$ cat src/rtl/srm_pkg.sv
package srm_pkg;

  localparam logic [15:0] BAND_RESET = 16'd3277;
  localparam logic [14:0] OVER_SCALE = 15'd25600;
  localparam int          OVER_BITS  = 16;

  typedef enum logic [1:0] {
    F_IDLE = 2'b01,
    F_CALC = 2'b10
  } front_state_t;

  typedef enum logic [3:0] {
    B_IDLE = 4'b0001,
    B_PREP = 4'b0010,
    B_RUN  = 4'b0100,
    B_DONE = 4'b1000
  } back_state_t;

  typedef struct packed {
    logic [15:0] setpoint;
    logic [15:0] excess;
    logic        over_en;
    logic        in_band;
    logic [31:0] settle_time;
  } job_t;

endpackage

$ cat src/rtl/step_response_metrics.sv
// Channel  Direction  Handshake            Payload
// input    in         push / full          setpoint, speed, time_stamp
// result   out        pop / empty          overshoot, settled, settle_time, steady_error
// config   in         cfg_write            cfg_data (band_fraction)
//
// The front stage takes one item at a time: ring read, then window and band update;
// it waits while the queue is full. The back stage takes one item at a time too: prep,
// the bit-serial overshoot and mean dividers, then done until the result register frees.
// A two-entry queue and the result register let either side stall without loss.
// Reset is synchronous; the window ring holds no reset, and its read data is used only once the window is full.
module step_response_metrics #(
  parameter int WINDOW_DEPTH = 16
) (
  input  logic               clk,
  input  logic               rst,
  input  logic               push,
  output logic               full,
  input  logic [15:0]        setpoint,
  input  logic [15:0]        speed,
  input  logic [31:0]        time_stamp,
  input  logic               cfg_write,
  input  logic [15:0]        cfg_data,
  output logic               empty,
  input  logic               pop,
  output logic [15:0]        overshoot,
  output logic               settled,
  output logic [31:0]        settle_time,
  output logic signed [24:0] steady_error
);

  localparam int PW = (WINDOW_DEPTH > 1) ? $clog2(WINDOW_DEPTH) : 1;
  localparam int FW = $clog2(WINDOW_DEPTH + 1);
  localparam int SW = 16 + FW;
  localparam int JW = $bits(srm_pkg::job_t);
  localparam int QW = JW + SW + FW;

  logic          f_push;
  srm_pkg::job_t f_job;
  logic [SW-1:0] f_sum;
  logic [FW-1:0] f_fill;
  logic          q_full;
  logic          q_empty;
  logic          q_pop;
  logic [QW-1:0] q_dout;
  srm_pkg::job_t b_job;
  logic [SW-1:0] b_sum;
  logic [FW-1:0] b_fill;

  assign b_job  = q_dout[QW-1 -: JW];
  assign b_sum  = q_dout[FW +: SW];
  assign b_fill = q_dout[FW-1:0];

  srm_front #(
    .DEPTH (WINDOW_DEPTH),
    .PW    (PW),
    .FW    (FW),
    .SW    (SW)
  ) u_front (
    .clk        (clk),
    .rst        (rst),
    .push       (push),
    .full       (full),
    .setpoint   (setpoint),
    .speed      (speed),
    .time_stamp (time_stamp),
    .cfg_write  (cfg_write),
    .cfg_data   (cfg_data),
    .q_full     (q_full),
    .q_push     (f_push),
    .q_job      (f_job),
    .q_sum      (f_sum),
    .q_fill     (f_fill)
  );

  srm_queue #(
    .W (QW)
  ) u_queue (
    .clk   (clk),
    .rst   (rst),
    .push  (f_push),
    .din   ({f_job, f_sum, f_fill}),
    .full  (q_full),
    .pop   (q_pop),
    .dout  (q_dout),
    .empty (q_empty)
  );

  srm_back #(
    .FW (FW),
    .SW (SW)
  ) u_back (
    .clk          (clk),
    .rst          (rst),
    .q_empty      (q_empty),
    .q_pop        (q_pop),
    .q_job        (b_job),
    .q_sum        (b_sum),
    .q_fill       (b_fill),
    .empty        (empty),
    .pop          (pop),
    .overshoot    (overshoot),
    .settled      (settled),
    .settle_time  (settle_time),
    .steady_error (steady_error)
  );

endmodule

$ cat src/rtl/srm_front.sv
module srm_front #(
  parameter int DEPTH = 16,
  parameter int PW    = 4,
  parameter int FW    = 5,
  parameter int SW    = 21
) (
  input  logic              clk,
  input  logic              rst,
  input  logic              push,
  output logic              full,
  input  logic [15:0]       setpoint,
  input  logic [15:0]       speed,
  input  logic [31:0]       time_stamp,
  input  logic              cfg_write,
  input  logic [15:0]       cfg_data,
  input  logic              q_full,
  output logic              q_push,
  output srm_pkg::job_t     q_job,
  output logic [SW-1:0]     q_sum,
  output logic [FW-1:0]     q_fill
);

  srm_pkg::front_state_t state;

  logic [15:0]   band_fraction;
  logic [15:0]   last_setpoint;
  logic          setpoint_seen;
  logic [15:0]   peak_speed;
  logic [31:0]   start_time;
  logic [31:0]   last_out_time;
  logic [PW-1:0] ring_position;
  logic [FW-1:0] fill_count;
  logic [SW-1:0] ring_sum;

  logic [15:0]   sp;
  logic [15:0]   spd;
  logic [31:0]   t;
  logic          restart;
  logic [15:0]   ring [DEPTH];
  logic [15:0]   rd_data;

  logic          accept;
  logic          commit;
  logic          restart_in;
  logic [PW-1:0] rd_addr;

  logic [15:0]   peak_base;
  logic [15:0]   peak_next;
  logic [31:0]   start_next;
  logic [31:0]   out_base;
  logic [31:0]   last_out_time_next;
  logic [PW-1:0] pos_base;
  logic [PW-1:0] ring_position_next;
  logic [FW-1:0] fill_base;
  logic [FW-1:0] fill_count_next;
  logic [SW-1:0] sum_base;
  logic [SW-1:0] drop_value;
  logic [SW-1:0] ring_sum_next;
  logic [15:0]   diff;
  logic [31:0]   band_limit;
  logic          in_band;

  assign full       = (state != srm_pkg::F_IDLE);
  assign accept     = push && (state == srm_pkg::F_IDLE);
  assign commit     = (state == srm_pkg::F_CALC) && !q_full;
  assign restart_in = !setpoint_seen || (setpoint != last_setpoint);
  assign rd_addr    = restart_in ? '0 : ring_position;

  always_comb begin
    peak_base  = restart ? spd : peak_speed;
    peak_next  = (spd > peak_base) ? spd : peak_base;
    start_next = restart ? t : start_time;
    out_base   = restart ? t : last_out_time;
    pos_base   = restart ? '0 : ring_position;
    fill_base  = restart ? '0 : fill_count;
    sum_base   = restart ? '0 : ring_sum;

    diff       = (sp > spd) ? sp - spd : spd - sp;
    band_limit = 32'(band_fraction) * 32'(sp);
    in_band    = {diff, 16'h0000} <= band_limit;
    last_out_time_next = in_band ? out_base : t;

    drop_value    = (fill_base == FW'(DEPTH)) ? SW'(rd_data) : '0;
    ring_sum_next = sum_base - drop_value + SW'(spd);
    ring_position_next = (pos_base == PW'(DEPTH - 1)) ? '0 : pos_base + 1'b1;
    fill_count_next    = (fill_base < FW'(DEPTH)) ? fill_base + 1'b1 : fill_base;

    q_job.setpoint    = sp;
    q_job.excess      = peak_next - sp;
    q_job.over_en     = (sp != 16'h0000) && (peak_next > sp);
    q_job.in_band     = in_band;
    q_job.settle_time = last_out_time_next - start_next;
    q_sum             = ring_sum_next;
    q_fill            = fill_count_next;
    q_push            = commit;
  end

  always_ff @(posedge clk) begin
    if (accept) begin
      rd_data <= ring[rd_addr];
    end
    if (commit) begin
      ring[pos_base] <= spd;
    end
  end

  always_ff @(posedge clk) begin
    if (accept) begin
      sp      <= setpoint;
      spd     <= speed;
      t       <= time_stamp;
      restart <= restart_in;
    end
  end

  always_ff @(posedge clk) begin
    if (rst) begin
      state         <= srm_pkg::F_IDLE;
      band_fraction <= srm_pkg::BAND_RESET;
      last_setpoint <= '0;
      setpoint_seen <= 1'b0;
      peak_speed    <= '0;
      start_time    <= '0;
      last_out_time <= '0;
      ring_position <= '0;
      fill_count    <= '0;
      ring_sum      <= '0;
    end else begin
      if (cfg_write) begin
        band_fraction <= cfg_data;
      end
      case (state)
        srm_pkg::F_IDLE: begin
          if (accept) begin
            state <= srm_pkg::F_CALC;
          end
        end
        srm_pkg::F_CALC: begin
          if (commit) begin
            state         <= srm_pkg::F_IDLE;
            last_setpoint <= sp;
            setpoint_seen <= 1'b1;
            peak_speed    <= peak_next;
            start_time    <= start_next;
            last_out_time <= last_out_time_next;
            ring_position <= ring_position_next;
            fill_count    <= fill_count_next;
            ring_sum      <= ring_sum_next;
          end
        end
        default: begin
          state <= srm_pkg::F_IDLE;
        end
      endcase
    end
  end

endmodule

$ cat src/rtl/srm_queue.sv
module srm_queue #(
  parameter int W = 8
) (
  input  logic         clk,
  input  logic         rst,
  input  logic         push,
  input  logic [W-1:0] din,
  output logic         full,
  input  logic         pop,
  output logic [W-1:0] dout,
  output logic         empty
);

  logic [W-1:0] slot [2];
  logic         wr_ptr;
  logic         rd_ptr;
  logic [1:0]   count;
  logic         do_push;
  logic         do_pop;

  assign full    = (count == 2'd2);
  assign empty   = (count == 2'd0);
  assign do_push = push && !full;
  assign do_pop  = pop && !empty;
  assign dout    = slot[rd_ptr];

  always_ff @(posedge clk) begin
    if (do_push) begin
      slot[wr_ptr] <= din;
    end
  end

  always_ff @(posedge clk) begin
    if (rst) begin
      wr_ptr <= 1'b0;
      rd_ptr <= 1'b0;
      count  <= 2'd0;
    end else begin
      if (do_push) begin
        wr_ptr <= !wr_ptr;
      end
      if (do_pop) begin
        rd_ptr <= !rd_ptr;
      end
      case ({do_push, do_pop})
        2'b10:   count <= count + 2'd1;
        2'b01:   count <= count - 2'd1;
        default: count <= count;
      endcase
    end
  end

endmodule

$ cat src/rtl/srm_back.sv
module srm_back #(
  parameter int FW = 5,
  parameter int SW = 21
) (
  input  logic                clk,
  input  logic                rst,
  input  logic                q_empty,
  output logic                q_pop,
  input  srm_pkg::job_t       q_job,
  input  logic [SW-1:0]       q_sum,
  input  logic [FW-1:0]       q_fill,
  output logic                empty,
  input  logic                pop,
  output logic [15:0]         overshoot,
  output logic                settled,
  output logic [31:0]         settle_time,
  output logic signed [24:0]  steady_error
);

  localparam int NM = SW + 8;
  localparam int KW = $clog2(NM);

  srm_pkg::back_state_t state;

  srm_pkg::job_t job;
  logic [FW-1:0] fill;
  logic [30:0]   num;
  logic          sat;
  logic [15:0]   rem_o;
  logic [15:0]   dvd_o;
  logic [FW-1:0] rem_m;
  logic [NM-1:0] dvd_m;
  logic [KW-1:0] k;
  logic          out_valid;

  logic [16:0]   trial_o;
  logic          ge_o;
  logic [FW:0]   trial_m;
  logic          ge_m;
  logic [15:0]   over_value;
  logic [24:0]   err_value;

  assign q_pop = (state == srm_pkg::B_IDLE) && !q_empty;
  assign empty = !out_valid;

  always_comb begin
    trial_o    = {rem_o, dvd_o[15]};
    ge_o       = trial_o >= {1'b0, job.setpoint};
    trial_m    = {rem_m, dvd_m[NM-1]};
    ge_m       = trial_m >= {1'b0, fill};
    over_value = !job.over_en ? 16'h0000 : (sat ? 16'hFFFF : dvd_o);
    err_value  = {1'b0, job.setpoint, 8'h00} - {1'b0, dvd_m[23:0]};
  end

  always_ff @(posedge clk) begin
    case (state)
      srm_pkg::B_IDLE: begin
        if (q_pop) begin
          job  <= q_job;
          fill <= q_fill;
          num  <= 31'(q_job.excess) * 31'(srm_pkg::OVER_SCALE);
          dvd_m <= {q_sum, 8'h00};
        end
      end
      srm_pkg::B_PREP: begin
        sat   <= {1'b0, num} >= {job.setpoint, 16'h0000};
        rem_o <= {1'b0, num[30:16]};
        dvd_o <= num[15:0];
        rem_m <= '0;
      end
      srm_pkg::B_RUN: begin
        if (k < KW'(srm_pkg::OVER_BITS)) begin
          rem_o <= ge_o ? 16'(trial_o - {1'b0, job.setpoint}) : trial_o[15:0];
          dvd_o <= {dvd_o[14:0], ge_o};
        end
        rem_m <= ge_m ? FW'(trial_m - {1'b0, fill}) : trial_m[FW-1:0];
        dvd_m <= {dvd_m[NM-2:0], ge_m};
      end
      default: begin
      end
    endcase
  end

  always_ff @(posedge clk) begin
    if ((state == srm_pkg::B_DONE) && !out_valid) begin
      overshoot    <= over_value;
      settled      <= job.in_band;
      settle_time  <= job.settle_time;
      steady_error <= err_value;
    end
  end

  always_ff @(posedge clk) begin
    if (rst) begin
      state     <= srm_pkg::B_IDLE;
      k         <= '0;
      out_valid <= 1'b0;
    end else begin
      if (pop && out_valid) begin
        out_valid <= 1'b0;
      end
      case (state)
        srm_pkg::B_IDLE: begin
          if (q_pop) begin
            state <= srm_pkg::B_PREP;
          end
        end
        srm_pkg::B_PREP: begin
          k     <= '0;
          state <= srm_pkg::B_RUN;
        end
        srm_pkg::B_RUN: begin
          k <= k + 1'b1;
          if (k == KW'(NM - 1)) begin
            state <= srm_pkg::B_DONE;
          end
        end
        srm_pkg::B_DONE: begin
          if (!out_valid) begin
            out_valid <= 1'b1;
            state     <= srm_pkg::B_IDLE;
          end
        end
        default: begin
          state <= srm_pkg::B_IDLE;
        end
      endcase
    end
  end

endmodule

$ cat config.mk
export PLATFORM = sky130hd
export DESIGN_NAME = step_response_metrics
export DESIGN_NICKNAME = d
export VERILOG_FILES = /design/src/rtl/srm_pkg.sv /design/src/rtl/step_response_metrics.sv /design/src/rtl/srm_front.sv /design/src/rtl/srm_queue.sv /design/src/rtl/srm_back.sv
export SDC_FILE = /design/constraint.sdc
export NUM_CORES = 2
export LEC_CHECK = 0
export BUFFER_PORTS_ARGS = -buffer_cell sky130_fd_sc_hd__buf_2
export CELL_PAD_IN_SITES_DETAIL_PLACEMENT = 1
export CELL_PAD_IN_SITES_GLOBAL_PLACEMENT = 1
export CORE_UTILIZATION = 52
export CTS_CLUSTER_DIAMETER = 150
export DETAILED_ROUTE_END_ITERATION = 7
export PLACE_DENSITY = 0.82
export SYNTH_ARGS = -nofsm -noshare
export SYNTH_HDL_FRONTEND = slang
export SYNTH_SLANG_ARGS = --single-unit
export TNS_END_PERCENT = 5
$ cat constraint.sdc
create_clock -name clk -period 14.4 [get_ports clk]
set_input_delay 1.44 -clock clk [delete_from_list [all_inputs] [get_ports clk]]
set_output_delay 1.44 -clock clk [all_outputs]
set_load 0.1 [all_outputs]
==> results.sh <==
export IMPL_status="complete, no violations"
export IMPL_synth_cell_types=79
export IMPL_grt_start_max_net_pins=113
export IMPL_routedWlPerCell_um=24.6
export IMPL_dp_hpwl_mm=99.3
export IMPL_grt_first_pass_wirelength_mm=225
export IMPL_reg2reg_slack_ps=920
export IMPL_clk_pin_slew_ps=60
export IMPL_place_ws_ps=1300
export IMPL_synthArstFlopShare=0
export IMPL_hold_depth=0
export IMPL_postCtsHoldBufs=0
export IMPL_min_delay_start="u_back.job[31]"
export IMPL_dieHeight_um=318
export IMPL_synth_edf_count=738
export IMPL_endpoint_kind="flip-flop"
export IMPL_critPathMaxStageDelay_ps=1000
export IMPL_fin_nets=5189
export IMPL_syn_nets=5076
export IMPL_tritoncts="yes"
export IMPL_numCtsBuffers=92
export IMPL_h_tree_depth=3
export IMPL_yosysSeqAreaShare=0.487
export IMPL_reg2reg_to="u_queue.slot[0][57]"
export IMPL_ys_ff_latch=898
export IMPL_antenna_found_initial=5
export IMPL_cts_sink_count=898
export IMPL_synthCells=4415
export IMPL_synth_simple_area_share=0.105
export IMPL_rsz0062_at_grt="false"
export IMPL_finalMaxSlewViolations=0
export IMPL_maxCapViolCount=0
export IMPL_rr_startpoint="u_front.sp[2]"
export IMPL_cp_start_kind="flip-flop"
export IMPL_first_iter_violations=2461
export IMPL_row_count=115
export IMPL_io_pins=161
export IMPL_synth_top_family_by_area="adder cells"
export IMPL_fill_cells=10100
export IMPL_synth_flop_cell="edfxtp_1"
export IMPL_max_freq_mhz=74.2
export IMPL_area_growth_pct=9.95
export IMPL_relSlewSlack=0.114
export IMPL_fp_dieW_um=318
export IMPL_p_leak_nw=23.0
export IMPL_grt_pass1_vias=38300
export IMPL_core_area_um2=98700
export IMPL_hold_class="flip-flop to flip-flop"
export IMPL_dpl_cell_count=5721
export IMPL_reg2reg_depth=38
export IMPL_hold_end="u_back.settle_time[31]"
export IMPL_via_per_inst=5.94
export IMPL_drc_errors=0
export IMPL_stdcell_area_um2=57200
export IMPL_place_gp_congestion=0.875
export IMPL_cts_buffer_depth=3
export IMPL_tightest_slew_ps=1330
export IMPL_start_util=0.527
export IMPL_fin_worst_skew_ps=39.1
export IMPL_grt_ovfl_total=0
export IMPL_cts_root_buffer="clkbuf_16"
export IMPL_final_setup_viol_count=0
export IMPL_hold_viol_final=0
export IMPL_vias=35000
export IMPL_period_needed_ps=13480
export IMPL_avgSynthCellArea_um2=11.8
export IMPL_clkLatencyLatePin_ps=700
export IMPL_port_buffers=160
export IMPL_fin_cells=5896
export IMPL_crit_start="u_front.sp[2]"
export IMPL_first_pass_iters=5
export IMPL_cpMostUsedCell="fa_1"
export IMPL_synthTopCellsByArea="edfxtp_1, fa_1, ha_1"
export IMPL_postRouteAntennaNets=0
export IMPL_cts_resized=0
export IMPL_place_area_um2=54200
export IMPL_crit_slowest_cell="edfxtp_1"
export IMPL_cp_required_ps=14890
export IMPL_yosys_area_top_type_share=0.426
export IMPL_layout_setup_ws_ps=925
export IMPL_power_density_nw_per_um2=180
export IMPL_postCtsSetupBuffers=0
export IMPL_ir_drop_mv=0.247
export IMPL_synth_top_area_cell="edfxtp_1"
export IMPL_crit_type="flip-flop to flip-flop"
export IMPL_syn_cell_area_um2=52000
export IMPL_synth_compound_area_frac=0.0894
export IMPL_synthAdderAreaFrac=0.171
export IMPL_setup_tns_ps=0
export IMPL_path_max_fanout=22
export IMPL_die_area_um2=101000
export IMPL_wirelength_mm=145
export IMPL_drive_gt1_frac=0.116
export IMPL_cp_data_arrival_time_ps=13960
export IMPL_muxShareOfSynthArea=0.0730
export IMPL_synth_warnings=0
export IMPL_grt_usage=0.288
export IMPL_finalCritPeriodShare=0.936
export IMPL_synth_xor_area_share=0.0263
[cells in the final DEF (no fill, tap or decap), types with 17 or more instances in the layout]
| cell | n |
|---|---|
| clkbuf_16 | 93 |
| and2_1 | 169 |
| nor2b_1 | 54 |
| xnor2_1 | 109 |
| xor2_1 | 47 |
| nor3_1 | 54 |
| fa_1 | 227 |
| a211oi_1 | 77 |
| a21oi_1 | 210 |
| a21o_1 | 86 |
| a311oi_1 | 18 |
| a211o_1 | 29 |
| dfxtp_1 | 157 |
| o21bai_1 | 24 |
| clkbuf_1 | 27 |
| nand2_1 | 364 |
| nand4_1 | 24 |
| mux2_2 | 100 |
| mux2i_1 | 159 |
| nand3_1 | 42 |
| mux4_2 | 48 |
| and3_1 | 26 |
| inv_1 | 458 |
| o21a_1 | 39 |
| o21ai_0 | 117 |
| nor2_1 | 235 |
| buf_2 | 159 |
| clkinv_2 | 17 |
| nand2b_1 | 40 |
| edfxtp_1 | 738 |
| nor3b_1 | 19 |
| buf_4 | 50 |
| a31oi_1 | 18 |
| ha_1 | 349 |
| nor4_1 | 27 |
[critical path: cells and delay by family (launching register included)]
kind	cells	cell delay (ps)
compound gates	16	5560
xor+xnor	2	370
fa+ha+maj	9	3830
buf+inv	4	580
flops	1	1000
mux	1	390
simple gates	6	1530
[worst max-delay path by stage]
stage / end / slack (ps) / cells past startpoint
final: u_queue.slot[0][57] / 920 / 38
after global routing: u_queue.slot[0][56] / 110 / 38
after CTS: u_queue.slot[0][57] / 1080 / 38
after detailed placement: u_queue.slot[1][56] / 1300 / 38
after global placement: u_queue.slot[0][57] / 1980 / 38
after floorplan: u_queue.slot[0][57] / 3630 / 45
[cell type report]
class / count / area (um^2) / share of cell area
multi-input cells: 2867 / 24300 / 0.424
well taps: 1287 / 1610 / 0.0281
clock inverters: 47 / 532 / 0.00929
flip-flops and latches: 898 / 25400 / 0.443
repair buffers: 210 / 1180 / 0.0207
inverters: 459 / 1720 / 0.0301
clock buffers: 126 / 2510 / 0.0439
diodes: 2 / 5.00 / 0.0000875
[metrics by stage]
step	hold WS, ps	util	power [mW]
after global placement	402	0.549	7.55
after CTS	419	0.580	10.3
final	421	0.580	10.3
after global routing	426	0.580	11.0
after floorplan	400	-	6.59
after detailed placement	406	0.549	7.78
[report_power, final]
group | leakage [nW] | switching, mW | internal (mW)
sequential | 7.98 | 0.131 | 3.06
combinational | 13.5 | 2.79 | 1.89
clock | 1.48 | 1.05 | 1.38
total | 23.0 | 3.97 | 6.33
[metal layers]
layer  track usage  routed length [um]
met1         0.363               59200
met2         0.501               72800
met3        0.0408                7690
met4         0.114                5540
met5             0                   0
[sequential cells by signal, indices dropped and copies added, names as in the netlist, 21 cells and up, named ones only]
register,flops
u_front.ring,256
u_queue.slot,184
u_front.t,32
u_back.job,50
u_back.dvd_m,29
u_front.ring_sum,21
u_front.last_out_time,32
u_back.steady_error,25
u_back.num,21
u_front.start_time,32
u_back.settle_time,32
[synth_stat cells, drive strengths merged, types with 34 or more instances]
cell type,count
a211oi,78
a21o,86
a21oi,212
and2,174
buf,34
clkbuf,157
dfxtp,160
edfxtp,738
fa,227
ha,349
inv,458
mux2,100
mux2i,159
mux4,48
nand2,364
nand2b,40
nand3,42
nor2,244
nor2b,55
nor3,54
o21a,39
o21ai,121
xnor2,109
xor2,47
[cell families (layout without fill, tap and decap cells)]
family                     Yosys count  in the layout
other                                0              2
xor gates and xnor gates           156            156
and+or+nand+nor                   1116           1116
DFF                                898            898
AOI/OAI and AO/OA                  712            712
buffers and inverters              650            842
adders and majority gates          576            576
muxes                              307            307
Power figures use the tool's default switching activity.
